`config.mk`:
```
export PLATFORM = sky130hd
export DESIGN_NAME = mains_synced_led_phase_dimmer_unit_flat
export DESIGN_NICKNAME = d
export VERILOG_FILES = /design/src/rtl/core/mspd_pkg.sv /design/src/rtl/core/mspd_if.sv /design/src/rtl/core/mspd_period_check.sv /design/src/rtl/core/mains_synced_led_phase_dimmer_unit.sv /design/src/flat_wrapper.sv
export VERILOG_INCLUDE_DIRS = /design/src /design/src/rtl/core
export SDC_FILE = /design/constraint.sdc
export NUM_CORES = 2
export LEC_CHECK = 0
export BUFFER_PORTS_ARGS = -buffer_cell sky130_fd_sc_hd__buf_2
export CAP_MARGIN = 20
export CORE_ASPECT_RATIO = 0.6
export CORE_MARGIN = 2
export CORE_UTILIZATION = 45
export DETAILED_ROUTE_END_ITERATION = 10
export PLACE_DENSITY = 0.62
export SYNTH_ARGS = -nofsm -noshare
export SYNTH_HDL_FRONTEND = slang
export SYNTH_HIERARCHICAL = 1
export SYNTH_SLANG_ARGS = --single-unit
```
`constraint.sdc`:
```
create_clock -name clock -period 13.8 [get_ports clock]
set_clock_uncertainty 0.2 [all_clocks]
set_input_delay 0.69 -clock clock [delete_from_list [all_inputs] [get_ports clock]]
set_output_delay 0.69 -clock clock [all_outputs]
set_load 0.02 [all_outputs]
```
`src/rtl/core/mains_synced_led_phase_dimmer_unit_macros.svh`:
```
// Assertion macros for the mains-synced LED phase dimmer
`ifndef MAINS_SYNCED_LED_PHASE_DIMMER_UNIT_MACROS_SVH
`define MAINS_SYNCED_LED_PHASE_DIMMER_UNIT_MACROS_SVH

// same-cycle implication, sampled on clock, off during reset
`define MSPD_ASSERT_SAME(label, ante, cons) \
   label: assert property (@(posedge clock) disable iff (reset) (ante) |-> (cons)) \
      else $error("mspd: assertion failed");

// next-cycle implication
`define MSPD_ASSERT_NEXT(label, ante, cons) \
   label: assert property (@(posedge clock) disable iff (reset) (ante) |=> (cons)) \
      else $error("mspd: assertion failed");

`endif

```
`src/rtl/core/mspd_pkg.sv`:
```
// Shared constants, types and window arithmetic of the phase dimmer
package mspd_pkg;

   localparam int LIGHTS      = 2;
   localparam int COLORS      = 3;
   localparam int CHANNELS    = COLORS * LIGHTS;
   localparam int CH_BITS     = $clog2(CHANNELS);
   localparam int CNT_BITS    = $clog2(CHANNELS + 1);
   localparam int LEVELS      = 256;
   localparam int LEVEL_BITS  = $clog2(LEVELS);
   localparam int TIME_BITS   = 16;
   localparam int LEVEL_SHIFT = $clog2(2 * LEVELS);
   localparam int PROD_BITS   = TIME_BITS + LEVEL_BITS;

   // colour position inside a light
   localparam int COL_RED   = 0;
   localparam int COL_GREEN = 1;
   localparam int COL_BLUE  = 2;

   // period check: average = (19*old + new) / 20, tolerance old/16
   localparam int AVG_OLD_WEIGHT = 19;
   localparam int SUM_BITS       = TIME_BITS + 5;
   localparam int DIV_SHIFT      = 2;
   localparam int DIV_ODD        = 5;
   localparam int QUO_BITS       = SUM_BITS - DIV_SHIFT;
   localparam int RECIP_SHIFT    = QUO_BITS + 1;
   localparam int RECIP_BITS     = RECIP_SHIFT;
   localparam longint RECIP      = (64'd1 << RECIP_SHIFT) / DIV_ODD;
   localparam int MULT_BITS      = QUO_BITS + RECIP_BITS;
   localparam int TOL_SHIFT      = 4;

   typedef enum logic [1:0] {
      OP_EDGE   = 2'd0,
      OP_TICK   = 2'd1,
      OP_BRIGHT = 2'd2
   } op_type;

   typedef struct packed {
      logic [1:0]            operation;
      logic [TIME_BITS-1:0]  now;
      logic                  light;
      logic [LEVEL_BITS-1:0] red;
      logic [LEVEL_BITS-1:0] green;
      logic [LEVEL_BITS-1:0] blue;
   } req_item_type;

   typedef struct packed {
      logic [TIME_BITS-1:0] first_rise;
      logic [TIME_BITS-1:0] first_fall;
      logic [TIME_BITS-1:0] second_rise;
      logic [TIME_BITS-1:0] second_fall;
   } window_type;

   typedef struct packed {
      logic [LEVEL_BITS-1:0] level;
      window_type            win;
   } chan_entry_type;

   typedef struct packed {
      logic done;
      logic accept;
   } chk_res_type;

   // windows from the registered product period*level
   function automatic window_type calc_windows(input logic [PROD_BITS-1:0] prod,
                                               input logic [TIME_BITS-1:0] period,
                                               input logic                 odd);
      logic [TIME_BITS-1:0] duty;
      logic [TIME_BITS-1:0] half;
      logic [TIME_BITS:0]   diff;
      logic [TIME_BITS-1:0] r1;
      logic [TIME_BITS-1:0] f1;
      window_type           w;
      duty = TIME_BITS'(prod >> LEVEL_SHIFT);
      half = period >> 1;
      // borrow lands in the top bit, as a wide unsigned difference would
      diff = {1'b0, half} - {1'b0, duty};
      r1 = diff[TIME_BITS:1];
      f1 = r1 + duty + TIME_BITS'(odd);
      w.first_rise  = r1;
      w.first_fall  = f1;
      w.second_rise = half + r1;
      w.second_fall = half + f1;
      return w;
   endfunction

endpackage

```
`src/rtl/core/mspd_if.sv`:
```
// Request and response stream interfaces of the phase dimmer
interface mspd_req_if;
   import mspd_pkg::*;
   logic                  valid;
   logic                  ready;
   logic [1:0]            operation;
   logic [TIME_BITS-1:0]  now;
   logic                  light;
   logic [LEVEL_BITS-1:0] red;
   logic [LEVEL_BITS-1:0] green;
   logic [LEVEL_BITS-1:0] blue;

   modport source (output valid, operation, now, light, red, green, blue, input ready);
   modport sink   (input valid, operation, now, light, red, green, blue, output ready);
endinterface

interface mspd_rsp_if;
   import mspd_pkg::*;
   logic                 valid;
   logic                 ready;
   logic [CHANNELS-1:0]  led_on;
   logic [TIME_BITS-1:0] period;
   logic                 period_accepted;

   modport source (output valid, led_on, period, period_accepted, input ready);
   modport sink   (input valid, led_on, period, period_accepted, output ready);
endinterface

```
`src/rtl/core/mspd_period_check.sv`:
```
// Registered mains period plausibility check against tolerance and running average
module mspd_period_check (
   input  logic                          clock,
   input  logic                          reset,
   input  logic                          go,
   input  logic [mspd_pkg::TIME_BITS-1:0] meas,
   input  logic [mspd_pkg::TIME_BITS-1:0] prev,
   output mspd_pkg::chk_res_type         res
);
   import mspd_pkg::*;

   logic                  go_d_ff, go_d_in;
   logic                  done_ff, done_in;
   logic                  accept_ff, accept_in;
   logic [TIME_BITS-1:0]  meas_ff, prev_ff;
   logic [QUO_BITS-1:0]   quo_ff, quo_in;
   logic [MULT_BITS-1:0]  mult_ff, mult_in;

   logic [SUM_BITS-1:0]   sum;
   logic [QUO_BITS-1:0]   q0;
   logic [QUO_BITS+2:0]   five_q;
   logic [QUO_BITS+2:0]   rem;
   logic [TIME_BITS:0]    avg;
   logic [TIME_BITS:0]    m_ext, p_ext;
   logic [TIME_BITS:0]    diff_mp, diff_ma, diff_pa;

   // stage 1: weighted sum, divide by 4, multiply by reciprocal of 5
   always_comb begin
      sum = SUM_BITS'(meas) + SUM_BITS'(prev) * SUM_BITS'(AVG_OLD_WEIGHT);
      quo_in = sum[SUM_BITS-1:DIV_SHIFT];
      mult_in = MULT_BITS'(quo_in) * MULT_BITS'(RECIP);
      go_d_in = go;
   end

   // stage 2: correct the estimate by one, then compare distances
   always_comb begin
      q0 = mult_ff[MULT_BITS-1:RECIP_SHIFT];
      five_q = {1'b0, q0, 2'b00} + (QUO_BITS+3)'(q0);
      rem = {3'b000, quo_ff} - five_q;
      avg = (TIME_BITS+1)'(q0) + (TIME_BITS+1)'(rem >= (QUO_BITS+3)'(DIV_ODD));
      m_ext = {1'b0, meas_ff};
      p_ext = {1'b0, prev_ff};
      diff_mp = (m_ext > p_ext) ? m_ext - p_ext : p_ext - m_ext;
      diff_ma = (m_ext > avg) ? m_ext - avg : avg - m_ext;
      diff_pa = (p_ext > avg) ? p_ext - avg : avg - p_ext;
      accept_in = (prev_ff == '0) || (diff_mp < (p_ext >> TOL_SHIFT)) || (diff_ma < diff_pa);
      done_in = go_d_ff;
   end

   always_ff @(posedge clock) begin
      if (reset) begin
         go_d_ff <= 1'b0;
         done_ff <= 1'b0;
      end else begin
         go_d_ff <= go_d_in;
         done_ff <= done_in;
      end
   end

   always_ff @(posedge clock) begin
      if (go) begin
         meas_ff <= meas;
         prev_ff <= prev;
         quo_ff  <= quo_in;
         mult_ff <= mult_in;
      end
      accept_ff <= accept_in;
   end

   assign res.done   = done_ff;
   assign res.accept = accept_ff;

endmodule

```
`src/rtl/core/mains_synced_led_phase_dimmer_unit.sv`:
```
// One item is in work and one buffered; the next starts once the current one has posted
// its response. A tick or brightness item sweeps its channels, a later mains edge runs the
// period check and sweeps all channels if the period is accepted, other items go straight
// to the response. The window memory is swept one channel per cycle.
// Reset (synchronous, active high) clears period, edge time, on mask and all channel
// entries through per-entry valid bits; the block is ready the cycle after reset.
module mains_synced_led_phase_dimmer_unit (
   input logic        clock,
   input logic        reset,
   mspd_req_if.sink   req_bus,
   mspd_rsp_if.source rsp_bus
);
   import mspd_pkg::*;

   `include "mains_synced_led_phase_dimmer_unit_macros.svh"

   typedef enum logic [1:0] {
      ST_IDLE,
      ST_CHECK,
      ST_SWEEP,
      ST_FINISH
   } state_type;

   state_type             state_ff, state_in;
   logic                  buf_vld_ff, buf_vld_in;
   req_item_type          buf_item_ff, buf_item_in;
   req_item_type          cur_item_ff, cur_item_in;
   logic [TIME_BITS-1:0]  period_ff, period_in;
   logic [TIME_BITS-1:0]  last_edge_ff, last_edge_in;
   logic                  seen_ff, seen_in;
   logic [CHANNELS-1:0]   on_mask_ff, on_mask_in;
   logic [CHANNELS-1:0]   mask_acc_ff, mask_acc_in;
   logic                  acc_ff, acc_in;
   logic [TIME_BITS-1:0]  delta_ff, delta_in;
   logic                  chk_go_ff, chk_go_in;
   logic [CNT_BITS-1:0]   iss_ff, iss_in;
   logic [CNT_BITS-1:0]   end_ff, end_in;
   logic [CNT_BITS-1:0]   base_ff, base_in;
   logic                  s1_vld_ff, s1_vld_in;
   logic [CH_BITS-1:0]    s1_ch_ff, s1_ch_in;
   logic                  s2_vld_ff, s2_vld_in;
   logic [CH_BITS-1:0]    s2_ch_ff, s2_ch_in;
   logic [PROD_BITS-1:0]  s2_prod_ff, s2_prod_in;
   logic [LEVEL_BITS-1:0] s2_level_ff, s2_level_in;
   logic                  rsp_vld_ff, rsp_vld_in;
   logic [CHANNELS-1:0]   rsp_mask_ff, rsp_mask_in;
   logic [TIME_BITS-1:0]  rsp_period_ff, rsp_period_in;
   logic                  rsp_acc_ff, rsp_acc_in;

   // channel memory, entries valid once written
   chan_entry_type        chan_mem [CHANNELS];
   logic [CHANNELS-1:0]   chan_vld_ff, chan_vld_in;
   chan_entry_type        rd_data_ff;
   logic                  rd_vld_ff;
   logic                  mem_re, mem_we;
   logic [CH_BITS-1:0]    rd_addr;
   chan_entry_type        wr_entry;

   logic                  engine_take;
   logic                  req_xfer;
   chan_entry_type        entry;
   logic [LEVEL_BITS-1:0] s1_level;
   logic [CH_BITS-1:0]    s1_col;
   logic                  s1_on;
   chk_res_type           chk_res;

   mspd_period_check u_check (
      .clock (clock),
      .reset (reset),
      .go    (chk_go_ff),
      .meas  (delta_ff),
      .prev  (period_ff),
      .res   (chk_res)
   );

   assign engine_take   = (state_ff == ST_IDLE) && buf_vld_ff;
   assign req_bus.ready = !buf_vld_ff || engine_take;
   assign req_xfer      = req_bus.valid && req_bus.ready;
   assign rd_addr       = iss_ff[CH_BITS-1:0];

   // phase compare of the entry just read
   always_comb begin
      entry  = rd_vld_ff ? rd_data_ff : '0;
      s1_col = s1_ch_ff - base_ff[CH_BITS-1:0];
      if (delta_ff < entry.win.first_rise) begin
         s1_on = 1'b0;
      end else if (delta_ff < entry.win.first_fall) begin
         s1_on = 1'b1;
      end else if (delta_ff < entry.win.second_rise) begin
         s1_on = 1'b0;
      end else if (delta_ff < entry.win.second_fall) begin
         s1_on = 1'b1;
      end else begin
         s1_on = 1'b0;
      end
      if (op_type'(cur_item_ff.operation) == OP_BRIGHT) begin
         if (s1_col == CH_BITS'(COL_RED)) begin
            s1_level = cur_item_ff.red;
         end else if (s1_col == CH_BITS'(COL_GREEN)) begin
            s1_level = cur_item_ff.green;
         end else begin
            s1_level = cur_item_ff.blue;
         end
      end else begin
         s1_level = entry.level;
      end
      wr_entry.level = s2_level_ff;
      wr_entry.win   = calc_windows(s2_prod_ff, period_ff, s2_level_ff[0]);
   end

   always_comb begin
      state_in      = state_ff;
      buf_vld_in    = buf_vld_ff;
      buf_item_in   = buf_item_ff;
      cur_item_in   = cur_item_ff;
      period_in     = period_ff;
      last_edge_in  = last_edge_ff;
      seen_in       = seen_ff;
      on_mask_in    = on_mask_ff;
      mask_acc_in   = mask_acc_ff;
      acc_in        = acc_ff;
      delta_in      = delta_ff;
      chk_go_in     = 1'b0;
      iss_in        = iss_ff;
      end_in        = end_ff;
      base_in       = base_ff;
      s1_vld_in     = 1'b0;
      s1_ch_in      = s1_ch_ff;
      s2_vld_in     = 1'b0;
      s2_ch_in      = s1_ch_ff;
      s2_prod_in    = PROD_BITS'(period_ff) * PROD_BITS'(s1_level);
      s2_level_in   = s1_level;
      rsp_vld_in    = rsp_vld_ff;
      rsp_mask_in   = rsp_mask_ff;
      rsp_period_in = rsp_period_ff;
      rsp_acc_in    = rsp_acc_ff;
      chan_vld_in   = chan_vld_ff;
      mem_re        = 1'b0;
      mem_we        = 1'b0;

      if (req_xfer) begin
         buf_vld_in            = 1'b1;
         buf_item_in.operation = req_bus.operation;
         buf_item_in.now       = req_bus.now;
         buf_item_in.light     = req_bus.light;
         buf_item_in.red       = req_bus.red;
         buf_item_in.green     = req_bus.green;
         buf_item_in.blue      = req_bus.blue;
      end else if (engine_take) begin
         buf_vld_in = 1'b0;
      end

      if (rsp_vld_ff && rsp_bus.ready) begin
         rsp_vld_in = 1'b0;
      end

      case (state_ff)
         ST_IDLE: begin
            if (buf_vld_ff) begin
               cur_item_in = buf_item_ff;
               acc_in      = 1'b0;
               delta_in    = buf_item_ff.now - last_edge_ff;
               mask_acc_in = '0;
               case (op_type'(buf_item_ff.operation))
                  OP_EDGE: begin
                     last_edge_in = buf_item_ff.now;
                     if (seen_ff) begin
                        chk_go_in = 1'b1;
                        state_in  = ST_CHECK;
                     end else begin
                        seen_in  = 1'b1;
                        state_in = ST_FINISH;
                     end
                  end
                  OP_TICK: begin
                     iss_in   = '0;
                     end_in   = CNT_BITS'(CHANNELS);
                     base_in  = '0;
                     state_in = ST_SWEEP;
                  end
                  OP_BRIGHT: begin
                     if (int'(buf_item_ff.light) < LIGHTS) begin
                        base_in  = CNT_BITS'(COLORS * int'(buf_item_ff.light));
                        iss_in   = CNT_BITS'(COLORS * int'(buf_item_ff.light));
                        end_in   = CNT_BITS'(COLORS * int'(buf_item_ff.light) + COLORS);
                        state_in = ST_SWEEP;
                     end else begin
                        state_in = ST_FINISH;
                     end
                  end
                  default: begin
                     state_in = ST_FINISH;
                  end
               endcase
            end
         end
         ST_CHECK: begin
            if (chk_res.done) begin
               if (chk_res.accept) begin
                  period_in = delta_ff;
                  acc_in    = 1'b1;
                  iss_in    = '0;
                  end_in    = CNT_BITS'(CHANNELS);
                  base_in   = '0;
                  state_in  = ST_SWEEP;
               end else begin
                  state_in = ST_FINISH;
               end
            end
         end
         ST_SWEEP: begin
            if (iss_ff != end_ff) begin
               mem_re    = 1'b1;
               s1_vld_in = 1'b1;
               s1_ch_in  = rd_addr;
               iss_in    = iss_ff + 1'b1;
            end else if (!s1_vld_ff && !s2_vld_ff) begin
               if (op_type'(cur_item_ff.operation) == OP_TICK) begin
                  on_mask_in = mask_acc_ff;
               end
               state_in = ST_FINISH;
            end
         end
         ST_FINISH: begin
            if (!rsp_vld_ff || rsp_bus.ready) begin
               rsp_vld_in    = 1'b1;
               rsp_mask_in   = on_mask_ff;
               rsp_period_in = period_ff;
               rsp_acc_in    = acc_ff;
               state_in      = ST_IDLE;
            end
         end
         default: begin
            state_in = ST_IDLE;
         end
      endcase

      // read-data stage: tick builds the mask, others feed the multiplier
      if (s1_vld_ff) begin
         if (op_type'(cur_item_ff.operation) == OP_TICK) begin
            mask_acc_in[s1_ch_ff] = s1_on;
         end else begin
            s2_vld_in = 1'b1;
         end
      end

      // write-back stage
      if (s2_vld_ff) begin
         mem_we                = 1'b1;
         chan_vld_in[s2_ch_ff] = 1'b1;
      end
   end

   always_ff @(posedge clock) begin
      if (reset) begin
         state_ff      <= ST_IDLE;
         buf_vld_ff    <= 1'b0;
         period_ff     <= '0;
         last_edge_ff  <= '0;
         seen_ff       <= 1'b0;
         on_mask_ff    <= '0;
         chk_go_ff     <= 1'b0;
         s1_vld_ff     <= 1'b0;
         s2_vld_ff     <= 1'b0;
         rsp_vld_ff    <= 1'b0;
         chan_vld_ff   <= '0;
         iss_ff        <= '0;
         end_ff        <= '0;
         base_ff       <= '0;
         acc_ff        <= 1'b0;
         rsp_mask_ff   <= '0;
         rsp_period_ff <= '0;
         rsp_acc_ff    <= 1'b0;
      end else begin
         state_ff      <= state_in;
         buf_vld_ff    <= buf_vld_in;
         period_ff     <= period_in;
         last_edge_ff  <= last_edge_in;
         seen_ff       <= seen_in;
         on_mask_ff    <= on_mask_in;
         chk_go_ff     <= chk_go_in;
         s1_vld_ff     <= s1_vld_in;
         s2_vld_ff     <= s2_vld_in;
         rsp_vld_ff    <= rsp_vld_in;
         chan_vld_ff   <= chan_vld_in;
         iss_ff        <= iss_in;
         end_ff        <= end_in;
         base_ff       <= base_in;
         acc_ff        <= acc_in;
         rsp_mask_ff   <= rsp_mask_in;
         rsp_period_ff <= rsp_period_in;
         rsp_acc_ff    <= rsp_acc_in;
      end
   end

   always_ff @(posedge clock) begin
      buf_item_ff <= buf_item_in;
      cur_item_ff <= cur_item_in;
      mask_acc_ff <= mask_acc_in;
      delta_ff    <= delta_in;
      s1_ch_ff    <= s1_ch_in;
      s2_ch_ff    <= s2_ch_in;
      s2_prod_ff  <= s2_prod_in;
      s2_level_ff <= s2_level_in;
   end

   // single read port, single write port, registered read
   always_ff @(posedge clock) begin
      if (mem_re) begin
         rd_data_ff <= chan_mem[rd_addr];
         rd_vld_ff  <= chan_vld_ff[rd_addr];
      end
      if (mem_we) begin
         chan_mem[s2_ch_ff] <= wr_entry;
      end
   end

   assign rsp_bus.valid           = rsp_vld_ff;
   assign rsp_bus.led_on          = rsp_mask_ff;
   assign rsp_bus.period          = rsp_period_ff;
   assign rsp_bus.period_accepted = rsp_acc_ff;

   `MSPD_ASSERT_SAME(mem_wr_in_sweep_a, mem_we, state_ff == ST_SWEEP)
   `MSPD_ASSERT_SAME(no_wr_on_tick_a, s2_vld_ff, cur_item_ff.operation != OP_TICK)
   `MSPD_ASSERT_NEXT(chk_wait_a, chk_go_ff, state_ff == ST_CHECK && !chk_res.done)
   `MSPD_ASSERT_SAME(rsp_from_finish_a, $rose(rsp_vld_ff), $past(state_ff) == ST_FINISH)

endmodule

```
`src/flat_wrapper.sv`:
```
// flat-port wrapper written by rule: the top's interface ports become plain ports
module mains_synced_led_phase_dimmer_unit_flat import mspd_pkg::*;
  (clock, reset, req_bus_valid, req_bus_operation, req_bus_now, req_bus_light, req_bus_red, req_bus_green, req_bus_blue, req_bus_ready, rsp_bus_valid, rsp_bus_led_on, rsp_bus_period, rsp_bus_period_accepted, rsp_bus_ready);
  mspd_req_if req_bus_i ();
  mspd_rsp_if rsp_bus_i ();
  input logic clock;
  input logic reset;
  input wire logic [$bits(req_bus_i.valid)-1:0] req_bus_valid;
  input wire logic [$bits(req_bus_i.operation)-1:0] req_bus_operation;
  input wire logic [$bits(req_bus_i.now)-1:0] req_bus_now;
  input wire logic [$bits(req_bus_i.light)-1:0] req_bus_light;
  input wire logic [$bits(req_bus_i.red)-1:0] req_bus_red;
  input wire logic [$bits(req_bus_i.green)-1:0] req_bus_green;
  input wire logic [$bits(req_bus_i.blue)-1:0] req_bus_blue;
  output wire logic [$bits(req_bus_i.ready)-1:0] req_bus_ready;
  output wire logic [$bits(rsp_bus_i.valid)-1:0] rsp_bus_valid;
  output wire logic [$bits(rsp_bus_i.led_on)-1:0] rsp_bus_led_on;
  output wire logic [$bits(rsp_bus_i.period)-1:0] rsp_bus_period;
  output wire logic [$bits(rsp_bus_i.period_accepted)-1:0] rsp_bus_period_accepted;
  input wire logic [$bits(rsp_bus_i.ready)-1:0] rsp_bus_ready;
  assign req_bus_i.valid = req_bus_valid;
  assign req_bus_i.operation = req_bus_operation;
  assign req_bus_i.now = req_bus_now;
  assign req_bus_i.light = req_bus_light;
  assign req_bus_i.red = req_bus_red;
  assign req_bus_i.green = req_bus_green;
  assign req_bus_i.blue = req_bus_blue;
  assign req_bus_ready = req_bus_i.ready;
  assign rsp_bus_valid = rsp_bus_i.valid;
  assign rsp_bus_led_on = rsp_bus_i.led_on;
  assign rsp_bus_period = rsp_bus_i.period;
  assign rsp_bus_period_accepted = rsp_bus_i.period_accepted;
  assign rsp_bus_i.ready = rsp_bus_ready;
  mains_synced_led_phase_dimmer_unit u_core (.clock(clock), .reset(reset), .req_bus(req_bus_i), .rsp_bus(rsp_bus_i));
endmodule
```
; Yosys cells after proc, flatten, opt, wreduce, memory -nomap -nowiden
; Memory sizes are Yosys's and may differ from the RTL's. A register that Yosys moved wholly into a read port is not among the register bits.
; Index checks and enable logic that the tools add are counted.
[word_totals]
ram_bits = 432
memories = 1
wordCells = 197
reg_bits = 306
input_bits = 47
[op_classes]
reduce_logical = 34
order_cmp = 15
n_addsub = 19
multipliers = 4
muxes = 59
eq_ne = 17
bitwise_logic = 6
[mem_list]
columns = memory, depth, word_bits, rd, rd_ports_with_merged_regs, wr, line_no
row1 = u_core.chan_mem, 6, 72, 1, 1, 1, mains_synced_led_phase_dimmer_unit.sv:51  ; chan_entry_type chan_mem [CHANNELS];
[ops]
columns = operator, n
row1 = 72-bit 2-to-1 mux, 1
row2 = 16-bit < comparator, 4
row3 = 17-bit 2-to-1 mux, 3
row4 = 19-bit by 18-bit multiplier with 37-bit output (second input constant), 1
row5 = 16-bit by 17-bit > comparator with 1-bit output, 2
row6 = 16-bit by 16-bit subtractor with 17-bit output, 2
row7 = 16-bit by 17-bit subtractor with 17-bit output, 2
row8 = 17-bit by 16-bit subtractor with 17-bit output, 2
row9 = 15-bit by 16-bit adder with 16-bit output, 2
row10 = 16-bit by 8-bit multiplier with 24-bit output, 1
row11 = 6-bit 2-to-1 mux, 4
row12 = 8-bit 2-to-1 mux, 3
row13 = 3-bit one-hot mux with 2 select lines, 4
row14 = 1-bit 2-to-1 mux, 23
row15 = 22-bit by 3-bit greater-or-equal comparator with 1-bit output (second input constant), 1
row16 = 16-bit by 21-bit adder with 21-bit output, 1
row17 = 16-bit by 5-bit multiplier with 21-bit output (second input constant), 1
row18 = 3-bit 2-to-1 mux, 7
row19 = 19-bit by 20-bit subtractor with 21-bit output, 1
row20 = 19-bit by 17-bit adder with 20-bit output, 1
row21 = 17-bit by 1-bit adder with 17-bit output, 1
row22 = 17-bit by 12-bit < comparator with 1-bit output, 1
row23 = 17-bit < comparator, 1
row24 = 16-bit by 1-bit adder with 16-bit output, 1
row25 = 42 further kinds, 84

; Depth between registers and ports, before layout
[depth]
word_depth = 9
mapped_depth = 46
ltp_nobuf = 44

; Modules after synthesis
; The synthesis kept the hierarchy.
[modules_own_cells]
columns = mod, cells_each, n_inst, area_per_inst_um2
row1 = mains_synced_led_phase_dimmer_unit, 2465, 1, 33407.0
row2 = mspd_period_check, 1788, 1, 16320.7

; Worst setup path before layout
; No wires, ideal clock.
[synth_timing]
kind = reg2reg
from = reg u_core.delta_ff[4]
to = reg u_core.u_check.mult_ff[33], data pin
synth_period_minus_slack_ns = 9.296
stages_incl_launch_ff = 32
path_slack_ns = 4.504
t_arrival_ns = 8.838
path_cell_list = edfxtp_1 > fa_1 > ha_1 > ha_1 > ha_1 > nor2b_1 > o21ai_0 > a21oi_1 > o211ai_1 > a21oi_1 > nor3_1 > nor3_1 > or2_2 > o311ai_0 > ha_1 > ha_1 > inv_1 > fa_1 > fa_1 > fa_1 > inv_1 > fa_1 > ha_1 > a21o_1 > a221o_1 > a21o_1 > a21oi_1 > a21boi_1 > a2111o_1 > a31o_2 > a21oi_1 > xnor2_1
[synth_via]
elab_chain_cells = 2
[synth_rtl]
columns = element, line_no
row1 = from (decl), mains_synced_led_phase_dimmer_unit.sv:34  ; logic [TIME_BITS-1:0] delta_ff, delta_in;
row2 = from (signal assigned), mains_synced_led_phase_dimmer_unit.sv:300  ; delta_ff <= delta_in;
row3 = 16-bit by 21-bit adder with 21-bit output, mspd_period_check.sv:29  ; sum = SUM_BITS'(meas) + SUM_BITS'(prev) * SUM_BITS'(AVG_OLD_WEIGHT);
row4 = via u_core.u_check.sum[18], mspd_period_check.sv:19  ; logic [SUM_BITS-1:0] sum;
row5 = 19-bit by 18-bit multiplier with 37-bit output, mspd_period_check.sv:31  ; mult_in = MULT_BITS'(quo_in) * MULT_BITS'(RECIP);
row6 = via u_core.u_check.mult_in[33], mspd_period_check.sv:17  ; logic [MULT_BITS-1:0] mult_ff, mult_in;
row7 = to (signal assigned), mspd_period_check.sv:65  ; mult_ff <= mult_in;
row8 = to (decl), mspd_period_check.sv:17
; The timed path passes the listed nets, and every way through them passes these cells.
; A chain may end at the register's enable or synchronous reset.

; Worst setup path in the final report
[layout_timing]
from = reg u_core.u_check.mult_ff[23]
to = reg u_core.u_check.accept_ff
[layout_via]
elab_chain_cells = 8
elab_cells_between_ends = 14
[layout_rtl]
columns = element, line_no
row1 = 19-bit by 17-bit adder with 20-bit output, mspd_period_check.sv:38  ; five_q = {1'b0, q0, 2'b00} + (QUO_BITS+3)'(q0);
row2 = 19-bit by 20-bit subtractor with 21-bit output, mspd_period_check.sv:39  ; rem = {3'b000, quo_ff} - five_q;
row3 = 22-bit by 3-bit greater-or-equal comparator with 1-bit output, mspd_period_check.sv:40  ; avg = (TIME_BITS+1)'(q0) + (TIME_BITS+1)'(rem >= (QUO_BITS+3)'(DIV_ODD));
row4 = 17-bit by 1-bit adder with 17-bit output (*), mspd_period_check.sv:40
row5 = "17-bit by 16-bit subtractor with 17-bit output, or another cell as far along", mspd_period_check.sv:44  ; diff_ma = (m_ext > avg) ? m_ext - avg : avg - m_ext;
row6 = "17-bit 2-to-1 mux, on equally long branches", "mspd_period_check.sv:44, mspd_period_check.sv:45"
row7 = 17-bit < comparator (*), mspd_period_check.sv:46  ; accept_in = (prev_ff == '0) || (diff_mp < (p_ext >> TOL_SHIFT)) || (diff_ma < diff_pa);
row8 = 1-bit logical OR (*), mspd_period_check.sv:46
row9 = via u_core.u_check.accept_in, mspd_period_check.sv:14  ; logic accept_ff, accept_in;
row10 = to (signal assigned), mspd_period_check.sv:67  ; accept_ff <= accept_in;
row11 = to (decl), mspd_period_check.sv:14
; Mark *: on every way through the listed nets, which the timed path passes. The rest lies on a longest branch.

==> metrics.md <==
| Metric | Value |
|---|---|
| Status | `completed` |
| Clk buf depth | `3` |
| Area after DPL | `52,060 sq um` |
| Area Growth Syn to Fin | `10.82%` |
| Via count | `33,190` |
| Buffers on Ports | `71` |
| Gr usage total | `0.2348` |
| Layout cells sized above 1 | `0.09026` |
| Final Cycle Share | `0.7675` |
| Grt ovf | `0` |
| Largest net degree at the start of global routing | `78` |
| Hold path depth | `3` |
| Post-route setup TNS | `0 ns` |
| Mapped Area | `49,730 sq um` |
| Syn nets | `5,053` |
| PwrDens | `175.8 nW/um^2` |
| I/O Pins | `72` |
| Fillers | `9,693` |
| WL met3 | `13.34 mm` |
| First-pass GRT wire length | `199.2 mm` |
| Postcts setup bufs | `0` |
| Worst-Margin Slew | `1.167 ns` |
| Tmin final | `10.59 ns` |
| Hold path startpoint | `req_bus_valid` |
| CTS root buffer | `clkbuf_16` |
| CP peak stage delay | `0.53 ns` |
| Min-Delay Path Class | `input port to flip-flop` |
| Drt total wl | `132.6 mm` |
| Main synth FF type | `edfxtp_1` |
| Total core area | `109,600 sq um` |
| Synth warn | `6` |
| Routed wl met2 | `50.69 mm` |
| Largest cells by area after synthesis | `edfxtp_1 39%, ha_1 13%, fa_1 9.8%` |
| Post-synth EDFFs | `654` |
| Sink Count | `772` |
| Pre-antenna DRT Iters | `5` |
| Inserted Clock Buffers | `78` |
| Critical R2R Launch | `u_core/u_check/mult_ff[23]$_DFFE_PP_` |
| Largest area contributor in the netlist | `edfxtp_1` |
| LEAKAGE | `22.74 nW` |
| Initial DRC count | `3,120` |
| Critical path's most frequent cell | `ha_1` |
| Starting Density | `0.4537` |
| Hold Fails Final Rpt | `0` |
| Sequential cell area fraction in the yosys report | `0.4424` |
| Avg Inst Size Synth | `11.69 sq um` |
| Worst EP arrival | `10.96 ns` |
| RSZ-0062 raised after global routing | `false` |
| Most frequent cells after synthesis | `654 x edfxtp_1, 509 x ha_1, 482 x inv_1` |
| Post-synthesis async set-or-reset flop share | `0` |
| Placed Cells | `5,765` |
| Non-filler cells, final | `5,953` |
| Routability cong. | `0.9339` |
| Worst slew margin | `0.2174` |
| CTS tree | `yes` |
| R2R setup slack | `3.21 ns` |
| Startpoint Class | `flip-flop` |
| Worst Hold Path EP | `u_core/buf_vld_ff$_SDFFE_PP0P_` |
| Final setup fails | `0` |
| WS Path Type | `flip-flop to flip-flop` |
| Top layer in use | `met5` |
| Vias in the first global route | `32,100` |
| Top-count cell post-synth | `edfxtp_1` |
| Share of the synthesized area in the top cell type | `0.3949` |
| H-tree levels | `3` |
| Chip Height | `261.5 um` |
| Syn Inst Count | `4,253` |
| #FFs+latches synth | `772` |
| Crit end category | `flip-flop` |
| Peak Freq | `94.42 MHz` |
| Final Max Slew Viols | `0` |
| Max Cap Viol | `0` |
| Detailed Place HPWL | `95.16 mm` |
| Peak supply drop | `0.0004188 V` |
| WL met1 | `65.60 mm` |
| Row cnt | `94` |
| Worst reg-to-reg path cell count | `43` |
| Final ANT Viol Nets | `0` |
| DRC | `0` |
| Library cells used by synthesis | `93` |
| Initial antenna violation count | `11` |
| Vias per cell | `5.575` |
| Clk_lat worst skew | `0.69 ns` |
| Clk slew on worst S/H paths | `0.06 ns` |
| Die area | `113,300 sq um` |
| Die Width | `433.2 um` |
| Routed wire per std cell | `22.27 um` |
| Number of diodes | `0` |
| Slowest stage cell, crit path | `edfxtp_1` |
| Worst-path maximum fanout | `11` |
| R2r endpoint | `u_core/u_check/accept_ff$_DFF_P_` |
| Final non-filler cell area | `55,110 sq um` |
| Worst endpoint required time | `14.17 ns` |
| Nets@finish | `5,201` |
registers in the layout, indices dropped and copies added (netlist names), 8 cells and up:
name / count
u_core/u_check/mult_ff: 17
u_core/s2_prod_ff: 15
u_core/buf_item_ff: 43
u_core/cur_item_ff: 26
u_core/period_ff: 16
u_core/u_check/meas_ff: 16
u_core/s2_level_ff: 8
u_core/u_check/prev_ff: 16
u_core/rsp_bus.period: 16
u_core/u_check/quo_ff: 19
u_core/delta_ff: 16
u_core/last_edge_ff: 16
u_core/chan_mem: 426
u_core/rd_data_ff: 71
cell usage in the layout (no fill, tap or decap), types with 21 or more instances in the layout:
master         instances
edfxtp_1             654
ha_1                 509
inv_1                481
nand2_1              291
a21oi_1              289
fa_1                 244
nor2_1               238
mux2i_1              123
dfxtp_1              114
xnor2_1              113
o21ai_0              112
nor2b_1              106
clkbuf_16             78
a21o_1                76
buf_4                 74
mux4_2                72
buf_2                 70
xor2_1                70
nand3_1               64
nor3_1                60
and2_1                53
dlygate4sd3_1         41
o21a_1                37
a31oi_1               35
nand2b_1              34
nand4_1               25
o21bai_1              24
and3_1                22
a211oi_1              21
worst max-delay path: cells and delay by family (launching register included):
| kind | cells | cell delay (ns) |
|---|---|---|
| mux | 1 | 0.20 |
| compound gates | 23 | 5.39 |
| fa+ha+maj | 6 | 1.82 |
| xor+xnor | 2 | 0.37 |
| flops | 1 | 0.53 |
| buf+inv | 2 | 0.35 |
| simple gates | 9 | 1.62 |
worst max path at each step:
stage / depth (start not counted) / start / to / slack, ns
final: 43 / u_core/u_check/mult_ff[23]$_DFFE_PP_ / u_core/u_check/accept_ff$_DFF_P_ / 3.21
after global routing: 43 / u_core/u_check/mult_ff[23]$_DFFE_PP_ / u_core/u_check/accept_ff$_DFF_P_ / 2.24
after CTS: 43 / u_core/u_check/mult_ff[23]$_DFFE_PP_ / u_core/u_check/accept_ff$_DFF_P_ / 3.23
after detailed placement: 43 / u_core/u_check/mult_ff[23]$_DFFE_PP_ / u_core/u_check/accept_ff$_DFF_P_ / 3.35
after global placement: 43 / u_core/u_check/mult_ff[23]$_DFFE_PP_ / u_core/u_check/accept_ff$_DFF_P_ / 3.80
after floorplan: 31 / u_core/delta_ff[4]$_DFFE_PP_ / u_core/u_check/mult_ff[33]$_DFFE_PP_ / 4.50
cell type report:
class / instances / area, sq um / area share
inverters: 482 / 1809 / 0.03283
flip-flops and latches: 772 / 22010 / 0.3994
well taps: 1488 / 1862 / 0.03378
multi-input cells: 2882 / 25490 / 0.4625
clock buffers: 102 / 2112 / 0.03832
clock inverters: 42 / 506.7 / 0.009195
repair buffers: 185 / 1316 / 0.02388
where the power goes:
part	total (W)	internal [W]	switching [W]
Combinational	0.00468	0.00185	0.00283
Clock	0.00216	0.00121	0.000944
Sequential	0.00285	0.00279	0.0000666
repair_timing:
action	CTS	global route
hold buffers	41	0
gates resized for setup	0	0
hold endpoints to repair	41	0
per-stage QoR:
stage	utilization	power [W]	setup slack (ns)	hold WS (ns)
global placement	0.4749	0.007423	3.802	0.2046
global route	0.5028	0.01043	2.238	0.06635
detailed placement	0.4749	0.007484	3.348	0.2045
floorplan	-	0.005979	4.504	0.1493
finish	0.5028	0.009687	3.209	0.09436
CTS	0.5026	0.009695	3.230	0.04552
layer usage:
metal,track usage,up-vias
li1,-,15460
met1,0.3702,16340
met2,0.3126,1220
met3,0.06660,165
met4,0.05594,4
met5,0,-
logic make-up after synthesis:
| family | synth area share |
|---|---|
| adder cells (fa/ha/maj) | 0.2263 |
| multiplexers | 0.05918 |
| AO/OA/AOI/OAI | 0.09813 |
| AND/OR/NAND/NOR | 0.09574 |
| flip-flops | 0.4424 |
| XOR/XNOR | 0.03223 |
| buffers and inverters | 0.04599 |
Note: power is estimated with default switching activity, not from simulation.
